### src/hw/rtl/freshness_counter_table_unit_assert.svh
// ----------------------------------------------------------------------------
// Freshness counter table assertion macros
// Shared concurrent assertion forms, clocked on clock and held off in reset.
// ----------------------------------------------------------------------------
`ifndef FRESHNESS_COUNTER_TABLE_UNIT_ASSERT_SVH
`define FRESHNESS_COUNTER_TABLE_UNIT_ASSERT_SVH

// Property must hold at every edge outside reset
`define FCTU_ASSERT(label, prop, msg) \
   label: assert property (@(posedge clock) disable iff (reset) prop) \
      else $error(msg);

// Expression must never be true outside reset
`define FCTU_ASSERT_NEVER(label, expr, msg) \
   label: assert property (@(posedge clock) disable iff (reset) !(expr)) \
      else $error(msg);

`endif

### src/hw/rtl/fctu_ram.sv
// ----------------------------------------------------------------------------
// Generic RAM
// Single write port, single read port, registered read.
// ----------------------------------------------------------------------------
module fctu_ram #(
   parameter int WIDTH = 8,
   parameter int DEPTH = 16
) (
   input  logic                     clock,
   input  logic                     wr_en,
   input  logic [$clog2(DEPTH)-1:0] wr_addr,
   input  logic [WIDTH-1:0]         wr_data,
   input  logic                     rd_en,
   input  logic [$clog2(DEPTH)-1:0] rd_addr,
   output logic [WIDTH-1:0]         rd_data
);

   logic [WIDTH-1:0] mem_ff [DEPTH];
   logic [WIDTH-1:0] rd_data_ff;

   // Write port
   always_ff @(posedge clock) begin
      if (wr_en) begin
         mem_ff[wr_addr] <= wr_data;
      end
   end

   // Registered read port
   always_ff @(posedge clock) begin
      if (rd_en) begin
         rd_data_ff <= mem_ff[rd_addr];
      end
   end

   assign rd_data = rd_data_ff;

endmodule

### config.mk
export PLATFORM = sky130hd
export DESIGN_NAME = fctu_ram
export DESIGN_NICKNAME = d
export VERILOG_FILES = /design/src/hw/rtl/freshness_counter_table_unit_assert.svh /design/src/hw/rtl/fctu_ram.sv
export SDC_FILE = /design/constraint.sdc
export NUM_CORES = 1
export LEC_CHECK = 0
export BUFFER_PORTS_ARGS = -buffer_cell sky130_fd_sc_hd__buf_2
export CORE_MARGIN = 1.5
export CORE_UTILIZATION = 52
export DETAILED_ROUTE_END_ITERATION = 16
export PLACE_DENSITY = 0.78
export SYNTH_ARGS = -nofsm -noshare
export SYNTH_HDL_FRONTEND = slang
export SYNTH_SLANG_ARGS = --single-unit
### constraint.sdc
create_clock -name clock -period 2.33 [get_ports clock]
set_input_delay 0.466 -clock clock [delete_from_list [all_inputs] [get_ports clock]]
set_output_delay 0.466 -clock clock [all_outputs]
set_load 0.1 [all_outputs]
==> out/results.ini <==
[detailed_routing]
drt_iter0_drc=192
viasPerCell=5.745
routed_vias=2476
finalWirelength_mm=9.610
avgRoutedWirePerCell_um=22.30
detail-route-antenna-nets=0
dr.pass1.iters=5
detail_route.drc_violations=0

[yosys]
synthDominantCellAreaShare_pct=78.12
ys_warn_count=0
post_synth_top_area_cell=sky130_fd_sc_hd__edfxtp_1
number_of_distinct_library_cells_after_synthesis=18
ys_top_cells_by_count=sky130_fd_sc_hd__edfxtp_1, sky130_fd_sc_hd__mux4_2, sky130_fd_sc_hd__a22oi_1, sky130_fd_sc_hd__mux4_1, sky130_fd_sc_hd__nor2_1
ys_seq_elements=136
synth_flop_cell=sky130_fd_sc_hd__edfxtp_1
avgSynthCellArea_um2=22.83
synthTopCellsByArea=sky130_fd_sc_hd__edfxtp_1, sky130_fd_sc_hd__mux4_2, sky130_fd_sc_hd__mux4_1
netlist_instances=229
seq_area_frac_synth_pct=78.12
synth_most_common_cell=sky130_fd_sc_hd__edfxtp_1
synth_enable_flop_cells=136
syn-num-nets=248
netlist_area_um2=5228
async_set_or_reset_flop_fraction_in_the_synthesized_netlist_pct=0

[status]
run_status=completed

[setup_path]
cp.buffers_inverters=1
cp_class=register to output pin
critical_path.cell_chain=buf_2
start_kind=register
worst_setup_path_end_kind=output pin
critical_path_peak_fanout=1
worst_ep_required_time_ps=1860
critPathArrivalTime_ps=1310
timing.critical_path.max_delay_family=buffers and inverters
cpPeakStageDelay_ps=430
cpMaxStageDelayCell=sky130_fd_sc_hd__buf_2

[sta]
worstMarginPinSlew_ps=789.7
hold_viol_final=0
finalSetupViolations=0
setup_tns_ps=0
period_minus_slack_ps=1775
worst_clock_skew_ps=5.127
period_share_pct=76.19
rsz0062_at_grt=no
whs_ps=319.5
timing.max_slew.rel_slack_pct=47.25
max_clock_freq_mhz=563.3
layout_setup_ws_ps=554.8
finalMaxSlewViolations=0

[finish]
multi_input_comb_area_um2=1057
layout.filler_cells=649
num-nets-final=304
area.sequential_um2=4084
post_route_cells_drive_above_1_share_pct=32.55
synthToLayoutAreaGrowth_pct=19.08
insertedDiodeCount=0

[flow_run]
reported_max_cap_violation_count=0

[power]
power_density_nw_per_um2=937.8
power.ir.vdd_worst_mv=0.4361
cellLeakagePower_nw=2.112
total_power_mw=5.838

[clocking]
clock-root-buffer=sky130_fd_sc_hd__clkbuf_8
cts_hold_buf=0
cts.htree.levels=4
numClockSinks=136
post-cts-setup-buffers=0
clockBufferDepth=2
clk_transition_reported_paths_ps=60
clk-insertion-delay-late_ps=520
post_cts_resize_count=0
cts_buffers=17
cts_tree=yes

[floorplanning]
floorplan.die_area_um2=10660
starting_density_of_the_core_pct=53.48
core_area_um2=9774
die_w_um=103.3
num_io_pins=27
die_h_um=103.3
rows=36

[grt]
grt_max_degree=28
groute.usage.overall_pct=20.33
antenna_found_initial=0
first_pass_grt_wire_length_mm=14.53
grt.overflow.total=0
grt_pass1_vias=2582

[placement]
dp.final_hpwl_mm=5.946
place.port_buffers=26
placement.setup.worst_slack_ps=256.8
gp_congestion=0.7182

[hold_path]
holdCritPathClass=input port to register

==> report_power, final <==
| group | internal (mW) | total, mW | switching (mW) |
|---|---|---|---|
| registers | 2.76 | 2.77 | 0.0154 |
| logic | 0.107 | 0.330 | 0.223 |
| clock network | 1.74 | 2.73 | 0.990 |
==> state kept, by name, summed over array words and instances (netlist names) <==
name,flops
rd_data,8
mem_ff,128
==> cell families (layout without fill, tap and decap cells) <==
kind of cell | after synthesis | in the layout | synth area share, %
muxes | 32 | 32 | 14.79
and+or+nand+nor | 35 | 35 | 3.136
DFF | 136 | 136 | 78.12
AOI/OAI and AO/OA | 16 | 16 | 2.298
buffers and inverters | 10 | 79 | 1.651
==> through the flow <==
step	util, %	cell area, um2	instances
floorplan	-	5228	229
global placement	57.37	5608	399
detailed placement	57.37	5608	399
CTS	63.68	6225	431
global route	63.68	6225	431
finish	63.68	6225	431
==> area by class of cell <==
type	count	share of cell area [%]
Sequential cell	136	65.61
Multi-Input combinational cell	83	16.98
Clock buffer	18	6.714
Timing Repair Buffer	47	4.824
Clock inverter	14	3.196
Tap cell	133	2.673
==> per-layer routing <==
metal	routed length (um)	vias up	track usage (%)
met3	528	21	7.258
li1	-	1095	-
met1	3933	1261	25.88
met5	0	-	0
met4	253	0	9.459
met2	4895	99	31.73
==> final timing paths <==
| check | cells past startpoint | slack, ps | to | from |
|---|---|---|---|---|
| setup / recovery | 1 | 550 | rd_data[5] | rd_data[5] |
| hold / removal | 1 | 320 | rd_data[0] | rd_en |
| setup reg to reg | 3 | 770 | rd_data[6] | mem_ff[3][6] |
| hold reg to reg | 3 | 750 | rd_data[4] | mem_ff[12][4] |
==> placed cells by master (no fill, tap or decap), drive strengths merged <==
cell      count
nor2         13
buf          47
clkinvlp      4
nand3b        2
nand2         9
and2          1
nand2b        2
inv           2
edfxtp      136
bufinv        4
and2b         1
nand3         1
mux4         32
or3b          1
clkinv        4
nor2b         1
a22oi        16
nor3          4
clkbuf       18
No activity file was read; power rests on OpenSTA's default activity.
